## config.mk

```make
export PLATFORM = sky130hd
export DESIGN_NAME = cobs_frame_decode_crc32k_core
export DESIGN_NICKNAME = d
export VERILOG_FILES = /design/src/design/cfdc_pkg.sv /design/src/design/cfdc_front.sv /design/src/design/cfdc_queue.sv /design/src/design/cfdc_back.sv /design/src/design/cobs_frame_decode_crc32k_core.sv
export SDC_FILE = /design/constraint.sdc
export NUM_CORES = 1
export LEC_CHECK = 0
export ABC_AREA = 1
export BUFFER_PORTS_ARGS = -buffer_cell sky130_fd_sc_hd__buf_4
export CAP_MARGIN = 30
export CORE_UTILIZATION = 35
export CTS_CLUSTER_DIAMETER = 200
export DETAILED_ROUTE_END_ITERATION = 8
export PLACE_DENSITY = 0.61
export SYNTH_ARGS = -nofsm -noshare
export SYNTH_HDL_FRONTEND = slang
export SYNTH_HIERARCHICAL = 1
export SYNTH_SLANG_ARGS = --single-unit
```

## constraint.sdc

```tcl
create_clock -name clock -period 16 [get_ports clock]
set_clock_uncertainty 0.05 [all_clocks]
set_input_delay 1.6 -clock clock [delete_from_list [all_inputs] [get_ports clock]]
set_output_delay 1.6 -clock clock [all_outputs]
set_load 0.1 [all_outputs]
```

## src/design/cfdc_pkg.sv

```systemverilog
// Shared types, constants and the CRC-32K octet update for the COBS frame decoder.
`timescale 1ns / 1ps
`default_nettype none
package cfdc_pkg;

   localparam int LEN_W = 12;
   localparam logic [LEN_W-1:0] MAX_ENCODED_LENGTH = 12'd2048;
   localparam logic [LEN_W-1:0] CRC_FIELD_OCTETS = 12'd5;
   localparam logic [31:0] CRC32K_POLY = 32'hEB31D82E;
   localparam logic [31:0] CRC32K_START = 32'hFFFFFFFF;
   localparam logic [31:0] CRC32K_GOOD = 32'h0843323B;
   localparam logic [7:0] COBS_MASK = 8'h55;
   localparam logic [7:0] COBS_FULL_CODE = 8'd255;

   localparam logic [2:0] ST_OK = 3'd0;
   localparam logic [2:0] ST_TOO_SHORT = 3'd1;
   localparam logic [2:0] ST_BAD_DATA_CODE = 3'd2;
   localparam logic [2:0] ST_BAD_CRC_CODE = 3'd3;
   localparam logic [2:0] ST_CRC_MISMATCH = 3'd4;

   localparam int QDEPTH = 4;
   localparam int QPTR_W = $clog2(QDEPTH);

   typedef struct packed {
      logic [7:0] enc_octet;
      logic frame_start;
      logic [LEN_W-1:0] frame_length;
   } req_type;

   typedef struct packed {
      logic [7:0] out_octet;
      logic is_status;
      logic [2:0] status_code;
      logic [LEN_W-1:0] decoded_count;
      logic last_of_run;
   } rsp_type;

   // one input's worth of results: first, and optionally a second
   typedef struct packed {
      logic two;
      rsp_type first;
      rsp_type second;
   } job_type;

   function automatic logic [31:0] crc_feed(input logic [31:0] crc_i, input logic [7:0] octet_i);
      logic [31:0] c;
      logic [7:0] o;
      logic mix;
      c = crc_i;
      o = octet_i;
      for (int k = 0; k < 8; k++) begin
         mix = o[0] ^ c[0];
         c = c >> 1;
         if (mix) begin
            c = c ^ CRC32K_POLY;
         end
         o = o >> 1;
      end
      return c;
   endfunction

endpackage
`default_nettype wire

```

## src/design/cfdc_front.sv

```systemverilog
// Front end: per-octet COBS decode, CRC update and result classification.
`timescale 1ns / 1ps
`default_nettype none
module cfdc_front
   import cfdc_pkg::*;
(
   input  wire logic    clock,
   input  wire logic    reset,
   input  wire logic    accept,
   input  wire req_type req_data,
   output logic         job_push,
   output job_type      job
);

   logic [LEN_W-1:0] pos_ff, pos_in;
   logic [7:0] rem_ff, rem_in;
   logic [7:0] code_ff, code_in;
   logic [31:0] crc_ff, crc_in;
   logic [2:0] err_ff, err_in;
   logic [LEN_W-1:0] cnt_ff, cnt_in;
   logic [2:0] crcn_ff, crcn_in;

   always_comb begin
      logic [LEN_W-1:0] p, len, dlen, cnt;
      logic [7:0] rem, code, v;
      logic [31:0] crc;
      logic [2:0] err, crcn, q;
      logic [LEN_W:0] p_plus_v;
      logic [8:0] q_plus_v;
      logic bad;
      logic [1:0] n;
      rsp_type r0, r1;

      if (req_data.frame_start) begin
         p = '0;
         rem = '0;
         code = '0;
         crc = CRC32K_START;
         err = ST_OK;
         cnt = '0;
         crcn = '0;
      end else begin
         p = pos_ff;
         rem = rem_ff;
         code = code_ff;
         crc = crc_ff;
         err = err_ff;
         cnt = cnt_ff;
         crcn = crcn_ff;
      end
      len = (req_data.frame_length > MAX_ENCODED_LENGTH) ? MAX_ENCODED_LENGTH
                                                         : req_data.frame_length;
      dlen = len - CRC_FIELD_OCTETS;
      v = req_data.enc_octet ^ COBS_MASK;
      q = 3'(p - dlen);
      p_plus_v = {1'b0, p} + {5'b0, v};
      q_plus_v = {6'b0, q} + {1'b0, v};
      bad = 1'b0;
      n = 2'd0;
      r0 = '0;
      r1 = '0;

      if (p < len) begin
         if (len < CRC_FIELD_OCTETS) begin
            if (p + 1'b1 == len) begin
               if (err == ST_OK) err = ST_TOO_SHORT;
               r0.is_status = 1'b1;
               r0.status_code = err;
               r0.decoded_count = cnt;
               n = 2'd1;
            end
         end else if (p < dlen) begin
            crc = crc_feed(crc, req_data.enc_octet);
            if (err == ST_OK) begin
               if (rem == '0) begin
                  if (v == '0 || p_plus_v > {1'b0, dlen}) begin
                     err = ST_BAD_DATA_CODE;
                     bad = 1'b1;
                  end else begin
                     code = v;
                     rem = v - 1'b1;
                  end
               end else begin
                  r0.out_octet = v;
                  n = 2'd1;
                  cnt = cnt + 1'b1;
                  rem = rem - 1'b1;
               end
               if (!bad && rem == '0 && code != COBS_FULL_CODE && p + 1'b1 < dlen) begin
                  if (n == 2'd0) begin
                     r0.out_octet = '0;
                  end else begin
                     r1.out_octet = '0;
                  end
                  n = n + 1'b1;
                  cnt = cnt + 1'b1;
               end
            end
         end else begin
            if (q == '0) rem = '0;
            if (rem == '0) begin
               if (v == '0 || q_plus_v > 9'd5) begin
                  if (err == ST_OK) err = ST_BAD_CRC_CODE;
                  bad = 1'b1;
                  code = '0;
               end else begin
                  code = v;
                  rem = v - 1'b1;
               end
            end else begin
               crc = crc_feed(crc, v);
               if (crcn != 3'd7) crcn = crcn + 1'b1;
               rem = rem - 1'b1;
            end
            if (!bad && rem == '0 && code != COBS_FULL_CODE && q < 3'd4) begin
               crc = crc_feed(crc, 8'd0);
               if (crcn != 3'd7) crcn = crcn + 1'b1;
            end
            if (p + 1'b1 == len) begin
               if (err == ST_OK) begin
                  if (crcn != 3'd4) err = ST_BAD_CRC_CODE;
                  else if (crc != CRC32K_GOOD) err = ST_CRC_MISMATCH;
                  else if (cnt == '0) err = ST_TOO_SHORT;
               end
               r0.is_status = 1'b1;
               r0.status_code = err;
               r0.decoded_count = cnt;
               n = 2'd1;
            end
         end
         p = p + 1'b1;
      end

      if (n == 2'd2) r1.last_of_run = 1'b1;
      else r0.last_of_run = 1'b1;

      pos_in = p;
      rem_in = rem;
      code_in = code;
      crc_in = crc;
      err_in = err;
      cnt_in = cnt;
      crcn_in = crcn;
      job.two = (n == 2'd2);
      job.first = r0;
      job.second = r1;
      job_push = accept && (n != 2'd0);
   end

   always_ff @(posedge clock) begin
      if (reset) begin
         pos_ff <= '0;
         rem_ff <= '0;
         code_ff <= '0;
         crc_ff <= CRC32K_START;
         err_ff <= ST_OK;
         cnt_ff <= '0;
         crcn_ff <= '0;
      end else if (accept) begin
         pos_ff <= pos_in;
         rem_ff <= rem_in;
         code_ff <= code_in;
         crc_ff <= crc_in;
         err_ff <= err_in;
         cnt_ff <= cnt_in;
         crcn_ff <= crcn_in;
      end
   end

endmodule
`default_nettype wire

```

## src/design/cfdc_queue.sv

```systemverilog
// Short job queue between front end and result sequencer.
`timescale 1ns / 1ps
`default_nettype none
module cfdc_queue
   import cfdc_pkg::*;
(
   input  wire logic    clock,
   input  wire logic    reset,
   input  wire logic    wr_en,
   input  wire job_type wr_job,
   input  wire logic    rd_en,
   output job_type      rd_job,
   output logic         q_full,
   output logic         q_empty
);

   job_type mem [QDEPTH];
   logic [QPTR_W-1:0] wr_ptr_ff, rd_ptr_ff;
   logic [QPTR_W:0] count_ff, count_in;

   assign q_full = (count_ff == (QPTR_W+1)'(QDEPTH));
   assign q_empty = (count_ff == '0);
   assign rd_job = mem[rd_ptr_ff];

   always_comb begin
      count_in = count_ff;
      if (wr_en && !rd_en) count_in = count_ff + 1'b1;
      else if (!wr_en && rd_en) count_in = count_ff - 1'b1;
   end

   always_ff @(posedge clock) begin
      if (wr_en) begin
         mem[wr_ptr_ff] <= wr_job;
      end
   end

   always_ff @(posedge clock) begin
      if (reset) begin
         wr_ptr_ff <= '0;
         rd_ptr_ff <= '0;
         count_ff <= '0;
      end else begin
         if (wr_en) wr_ptr_ff <= wr_ptr_ff + 1'b1;
         if (rd_en) rd_ptr_ff <= rd_ptr_ff + 1'b1;
         count_ff <= count_in;
      end
   end

endmodule
`default_nettype wire

```

## src/design/cfdc_back.sv

```systemverilog
// Back end: holds one job and hands out its one or two result items.
`timescale 1ns / 1ps
`default_nettype none
module cfdc_back
   import cfdc_pkg::*;
(
   input  wire logic    clock,
   input  wire logic    reset,
   input  wire logic    q_empty,
   input  wire job_type q_job,
   output logic         q_pop,
   input  wire logic    pop,
   output logic         empty,
   output rsp_type      rsp_data
);

   job_type job_ff;
   logic valid_ff, valid_in;
   logic idx_ff, idx_in;
   logic taken, done;

   assign empty = !valid_ff;
   assign rsp_data = idx_ff ? job_ff.second : job_ff.first;
   assign taken = valid_ff && pop;
   assign done = taken && (idx_ff || !job_ff.two);
   assign q_pop = !q_empty && (!valid_ff || done);

   always_comb begin
      valid_in = valid_ff;
      idx_in = idx_ff;
      if (q_pop) begin
         valid_in = 1'b1;
         idx_in = 1'b0;
      end else if (done) begin
         valid_in = 1'b0;
         idx_in = 1'b0;
      end else if (taken) begin
         idx_in = 1'b1;
      end
   end

   always_ff @(posedge clock) begin
      if (q_pop) begin
         job_ff <= q_job;
      end
   end

   always_ff @(posedge clock) begin
      if (reset) begin
         valid_ff <= 1'b0;
         idx_ff <= 1'b0;
      end else begin
         valid_ff <= valid_in;
         idx_ff <= idx_in;
      end
   end

endmodule
`default_nettype wire

```

## src/design/cobs_frame_decode_crc32k_core.sv

```systemverilog
// Top level of the streaming COBS frame decoder with CRC-32K check.
// Takes one encoded octet per cycle; each octet produces zero, one or two result
// items (decoded data octets, restored zeros, or the end-of-frame status). The
// front end decodes and updates the CRC in the cycle an item is accepted, then
// posts its results as one job into a four-entry queue; the back end hands the
// results out one per cycle while pop is given. Each job passes through a queue
// entry and then the back-end job register. Input is taken every cycle while the
// queue has room, so sustained rate is one octet per cycle, bounded by how fast results
// are popped; the one-result-per-cycle output port falls behind when octets yield two results.
`timescale 1ns / 1ps
`default_nettype none
module cobs_frame_decode_crc32k_core
   import cfdc_pkg::*;
(
   input  wire logic    clock,
   input  wire logic    reset,
   input  wire logic    push,
   output logic         full,
   input  wire req_type req_data,
   output logic         empty,
   input  wire logic    pop,
   output rsp_type      rsp_data
);

   logic accept;
   logic job_push;
   job_type job_w, q_job;
   logic q_full, q_empty, q_pop;

   assign full = q_full;
   assign accept = push && !q_full;

   cfdc_front u_front (
      .clock    (clock),
      .reset    (reset),
      .accept   (accept),
      .req_data (req_data),
      .job_push (job_push),
      .job      (job_w)
   );

   cfdc_queue u_queue (
      .clock   (clock),
      .reset   (reset),
      .wr_en   (job_push),
      .wr_job  (job_w),
      .rd_en   (q_pop),
      .rd_job  (q_job),
      .q_full  (q_full),
      .q_empty (q_empty)
   );

   cfdc_back u_back (
      .clock    (clock),
      .reset    (reset),
      .q_empty  (q_empty),
      .q_job    (q_job),
      .q_pop    (q_pop),
      .pop      (pop),
      .empty    (empty),
      .rsp_data (rsp_data)
   );

   a_reset_empty: assert property (@(posedge clock) reset |=> empty)
      else $error("result side not empty after reset");

   a_status_form: assert property (@(posedge clock) disable iff (reset)
      (!empty && rsp_data.is_status) |-> (rsp_data.out_octet == 8'd0 && rsp_data.last_of_run))
      else $error("malformed status item");

   a_data_form: assert property (@(posedge clock) disable iff (reset)
      (!empty && !rsp_data.is_status) |->
         (rsp_data.status_code == ST_OK && rsp_data.decoded_count == '0))
      else $error("malformed data item");

   a_full_holds_job: assert property (@(posedge clock) disable iff (reset)
      full |-> !empty)
      else $error("queue full while back end idle");

endmodule
`default_nettype wire
```

# After elaboration in Yosys (flattened, before gate mapping)

Memory sizes are Yosys's and may differ from the RTL's. A register that Yosys moved wholly into a read port is not among the register bits.
Index checks and enable logic that the tools add are counted.

Memories: 1
Bits in registers: 111
Bits of input ports: 25
Output and inout port bits: 27
Logic and storage cells: 370
RAM bits: 108

Memories:

| name        | words | width | rd ports | clocked after memory_dff | write ports | line             | text |
|---|---|---|---|---|---|---|---|
| u_queue.mem | 4     | 27    | 1        | 1                        | 1           | cfdc_queue.sv:17 | `job_type mem [QDEPTH];` |

Multiplexer cells: 239
Reductions and logical operators: 40
$add $sub $neg: 17
Bitwise logic cells: 40
Equal/unequal tests: 9
Order comparisons: 8

Operators with widths:

| cell                    | count |
|---|---|
| $mux W32                | 113 |
| $not A16 Y17            | 23 |
| $mux W8                 | 42 |
| $mux W12                | 14 |
| $mux W3                 | 36 |
| $mux W16                | 4 |
| $logic_not A8 Y1        | 5 |
| $add A12 B1 Y12 const B | 3 |
| $lt A12 B12 Y1          | 3 |
| $ne A32 B28 Y1 const B  | 1 |
| $mux W25                | 1 |
| $mux W24                | 1 |
| $sub A8 B1 Y8 const B   | 3 |
| $mux W1                 | 19 |
| $mux W2                 | 9 |
| $ne A8 B8 Y1 const B    | 2 |
| $xor A1 B1 Y1           | 16 |
| $add A12 B8 Y13         | 1 |
| $gt A13 B12 Y1          | 1 |
| $logic_and A1 B1 Y1     | 13 |
| $eq A12 B12 Y1          | 1 |
| $gt A12 B12 Y1 const B  | 1 |
| $logic_not A12 Y1       | 1 |
| $logic_not A3 Y1        | 4 |
| 18 further kinds        | 36 |

# Depth between registers and ports, before layout

Depth after elaboration: 112
Depth in mapped cells: 52

# Modules after synthesis

Netlist, hierarchy kept.

Modules (own cells, without submodules):

| module                        | area an instance (um^2) | cells an instance | times used |
|---|---|---|---|
| cfdc_front                    | 12,398.1                | 2,157             | 1 |
| cfdc_queue                    | 8,037.7                 | 551               | 1 |
| cfdc_back                     | 1,954.4                 | 145               | 1 |
| cobs_frame_decode_crc32k_core | 10.0                    | 2                 | 1 |

# Least setup slack after synthesis

OpenSTA, ideal clock, no wires.

Path type: input -> register
Start: in req_data[12] (netlist name)
End: mem u_queue/mem[0][0] (netlist name) (enable)
Setup time: 405 ps
Path slack: 7,085 ps
Arrival: 8,459 ps
Required time: 15,545 ps
Stages on the path: 41
Cell sequence: buf_4 -> buf_2 -> clkbuf_1 -> clkbuf_1 -> clkbuf_1 -> nor2_1 -> ha_1 -> fa_1 -> nand3_1 -> nand2_1 -> nand2_1 -> a21oi_1 -> nor2_1 -> xor2_1 -> inv_1 -> ha_1 -> a21oi_1 -> nor2_1 -> (+5 left out) -> nand2_1 -> inv_1 -> nand2_1 -> clkbuf_1 -> o21ai_0 -> nand2_1 -> nor2_1 -> nand4_1 -> nand3_1 -> clkinv_1 -> buf_2 -> ha_1 -> nand3_1 -> nand2_1 -> o21ai_0 -> inv_1 -> nand2_1 -> inv_1

Word-level cells in the longest chain between the ends: 23

Ends and longest elaborated chain:

| element                            | line                                | text |
|---|---|---|
| start, declared                    | cobs_frame_decode_crc32k_core.sv:19 | `input wire req_type req_data,` |
| $mux W12                           | cfdc_front.sv:34                    | `if (req_data.frame_start) begin` |
| $add A12 B8 Y13                    | cfdc_front.sv:56                    | `p_plus_v = {1'b0, p} + {5'b0, v};` |
| $gt A13 B12 Y1                     | cfdc_front.sv:76                    | `if (v == '0 \|\| p_plus_v > {1'b0, dlen}) begin` |
| $logic_or A1 B1 Y1                 | cfdc_front.sv:76                    |  |
| $mux W8 or $mux W1 (tied branches) | cfdc_front.sv:76                    |  |
| $mux W8 or $mux W1 (tied branches) | cfdc_front.sv:75                    | `if (rem == '0) begin` |
| $mux W8 or $mux W1 (tied branches) | cfdc_front.sv:74                    | `if (err == ST_OK) begin` |
| $mux W8 or $mux W1 (tied branches) | cfdc_front.sv:72                    | `end else if (p < dlen) begin` |
| (+8 left out)                      | n/a                                 |  |
| $mux W2                            | cfdc_front.sv:72                    |  |
| $mux W2                            | cfdc_front.sv:64                    | `if (len < CRC_FIELD_OCTETS) begin` |
| $mux W2 (*)                        | cfdc_front.sv:63                    | `if (p < len) begin` |
| $reduce_bool A2 Y1 (*)             | cfdc_front.sv:147                   | `job_push = accept && (n != 2'd0);` |
| $logic_and A1 B1 Y1 (*)            | cfdc_front.sv:147                   |  |
| via job_push                       | cobs_frame_decode_crc32k_core.sv:26 | `logic job_push;` |
| $mux W1 (*)                        | cfdc_queue.sv:32                    | `if (wr_en) begin` |
| $mux W1 (not written as such) (*)  | cfdc_queue.sv:33                    | `mem[wr_ptr_ff] <= wr_job;` |
| end, declared                      | cfdc_queue.sv:17                    |  |

Mark *: on every way through the listed nets, which the timed path passes. The rest lies on a longest branch. The select of a mux whose other input is x is not followed.

# Worst setup path after layout

Start: in req_data[12] (netlist name)
End: mem u_queue/mem[2][38] (netlist name) (enable)

Same word-level chain as after synthesis.

==> flow_metrics.tcl <==
set metrics [dict create \
    post_cts_buffers 0 \
    grt_usage_pct 20.54 \
    ctsResizeCount 0 \
    initial_core_util_pct 35.45 \
    seq_power_share_pct 22.2 \
    final_nets 2957 \
    drt_pass1_iterations 5 \
    die_x_um 255.0 \
    first_global_vias 18540 \
    drive_above_1_share_pct 8.955 \
    grt_antenna_before_repair 0 \
    rsz0062_at_grt "no" \
    die-area_um2 65020 \
    cp-start-kind "input port" \
    vias_per_cell 5.262 \
    dpl.hpwl_mm 46.19 \
    totalWireLength_mm 66.72 \
    path_common_cell "nand2_1" \
    p_leak_nw 10.32 \
    nFillCells 6452 \
    n_antenna_cell 0 \
    crit_path_top_delay_cell "buf_4" \
    cts_sinks 344 \
    seqCellArea_um2 9444 \
    htreeDepth 2 \
    areaGrowthSynthToFinish_pct 9.842 \
    synth_top_cells_by_area "edfxtp_1 34%, nand2_1 11%, dfxtp_1 8.0%, nor2_1 5.6%, xor2_1 4.2%" \
    cp.arrival_ns 9.35 \
    synth_seq_cells 344 \
    p_sw_share_pct 52.75 \
    drc_errors 0 \
    ios 52 \
    syn_area_per_cell_um2 7.846 \
    cts_tree "built" \
    hold_viol 0 \
    net-switching-power_mw 3.036 \
    p_int_mw 2.719 \
    gp_congestion 1.005 \
    period_minus_slack_ns 9.222 \
    synthCells 2855 \
    core_area_um2 63200 \
    cts-buffers-inserted 38 \
    num_rows 92 \
    root_buffer "clkbuf_16" \
    fin_crit_sh_pct 57.64 \
    cts-hold-fix-buffers 0 \
    clkPwrFrac_pct 15.4 \
    fp.dieH_um 255.0 \
    peakVddDrop_mv 0.1898 \
    p_per_area_nw_per_um2 233.9 \
    max_freq_mhz 108.4 \
    maxCapViolCount 0 \
    wire_per_inst_um 17.90 \
    grt.overflow.total 0 \
    drt_iter0_drc 1929 \
    hold_path_class "reg -> reg" \
    layout_common_cells "679 x nand2_1, 333 x nor2_1, 255 x edfxtp_1" \
    fin_ws_ns 6.778 \
    crit_buf_inv 9 \
    path_class "in -> reg" \
    ys_seq_area_share_pct 42.14 \
    grt_max_degree 77 \
    cts.clk_slew.worst_paths_ns 0.06 \
    synth_cell_types 68 \
    tightest_slew_ns 1.012 \
    clock_latency_ns 0.56 \
    maxSlewHeadroom_pct 32.32 \
    netlist.area_leader.share_pct 34.18 \
    port_buffers 51 \
    final_common_cell "nand2_1" \
    cts_buffer_depth 3 \
    async_flop_share_pct 0 \
    grt_pass1_wl_mm 104.6 \
    cp_top_family "buffers and inverters" \
    crit_required_ns 16.13 \
    maxSlewViolCount 0 \
    r2r_slack_ns 8.11 \
    comb_power_share_pct 62.4 \
    critPathMaxStageDelay_ns 0.57 \
    yosys_warnings 6 \
    synth_top_area_cell "edfxtp_1" \
    status "finished clean" \
    synth_edf_count 255 \
    crit_path_max_fanout 51 \
    multi_input_area_um2 11200 \
    setup_violations 0 \
    post-place-ws_ns 6.276 \
    synthFlopType "edfxtp_1" \
    syn-cell-area_um2 22400 \
    cp-end-kind "register" \
    finalSetupTns_ns 0 \
    ant_nets 0 \
    vias 19610 \
]
-- final cells by class --
class | count | share of cell area (%)
inverters | 264 | 4.063
multi-input cells | 2126 | 45.53
well taps | 846 | 4.302
clock inverters | 19 | 1.002
flip-flops and latches | 344 | 38.38
repair buffers | 81 | 2.634
clock buffers | 47 | 4.083
-- stage by stage --
stage | instances | util [%] | hold WS [ns] | power [mW] | cell area [µm²]
after floorplan | 2878 | - | 0.3615 | 4.038 | 22490
after global placement | 3658 | 36.86 | 0.3682 | 4.820 | 23290
after detailed placement | 3661 | 36.95 | 0.3722 | 4.825 | 23350
after global routing | 3727 | 38.93 | 0.4230 | 6.179 | 24600
final | 3727 | 38.93 | 0.3921 | 5.755 | 24600
after CTS | 3727 | 38.93 | 0.3819 | 5.725 | 24600
-- flip-flops by register name, indices dropped and copies added, names as in the netlist, 2 cells and up, named ones only --
signal             flops
u_queue/rd_ptr_ff      2
u_front/code_ff        8
u_front/err_ff         3
u_front/rem_ff         8
u_front/crc_ff        32
u_back/job_ff         51
u_front/pos_ff        12
u_queue/wr_ptr_ff      2
u_queue/count_ff       3
u_queue/mem          204
u_front/crcn_ff        3
u_front/cnt_ff        12
-- logic make-up after synthesis --
family | after synthesis | share of synthesized area, %
xor gates and xnor gates | 132 | 5.329
adders and majority gates | 78 | 4.446
AOI/OAI and AO/OA | 551 | 13.80
and+or+nand+nor | 1341 | 25.97
buffers and inverters | 408 | 8.300
other | 1 | 0.01674
DFF | 344 | 42.14
-- power groups by stage --
stage               sequential, mW  clock [mW]  combinational [mW]
finish                        1.28       0.884                3.59
detailed placement            1.30           0                3.53
floorplan                     1.27           0                2.77
global placement              1.29           0                3.53
CTS                           1.28       0.904                3.54
global route                  1.30       0.935                3.94
-- final timing paths --
| path | from | to | cells past startpoint |
|---|---|---|---|
| setup / recovery | req_data[12] | u_queue/mem[2][38] | 40 |
| hold / removal | u_queue/rd_ptr_ff[1] | register | 1 |
| setup reg to reg | u_front/pos_ff[2] | u_queue/mem[2][38] | 38 |
| hold reg to reg | u_queue/rd_ptr_ff[1] | register | 1 |
-- synth_stat cells (all sizes together) (3+ instances only) --
cell type,instances
nand2,729
nor2,344
inv,258
edfxtp,255
o21ai,255
nand3,181
a21oi,156
xor2,111
dfxtp,89
buf,77
ha,74
clkbuf,67
o22ai,64
nor3,31
xnor2,21
nand4,20
o211ai,14
or2,12
nor4,10
nand3b,9
a221oi,8
o221ai,8
o311ai,8
a22oi,6
clkinv,6
o32ai,6
a211oi,4
a21boi,4
o21bai,4
fa,3
-- per-layer routing --
layer	routed length, µm	global-route usage, %	up-vias
met5	0	0	-
met4	2474	8.229	0
met3	4484	2.827	139
met2	30300	33.54	760
met1	29460	27.34	9151
li1	-	-	9561
Power figures use the tool's default switching activity.
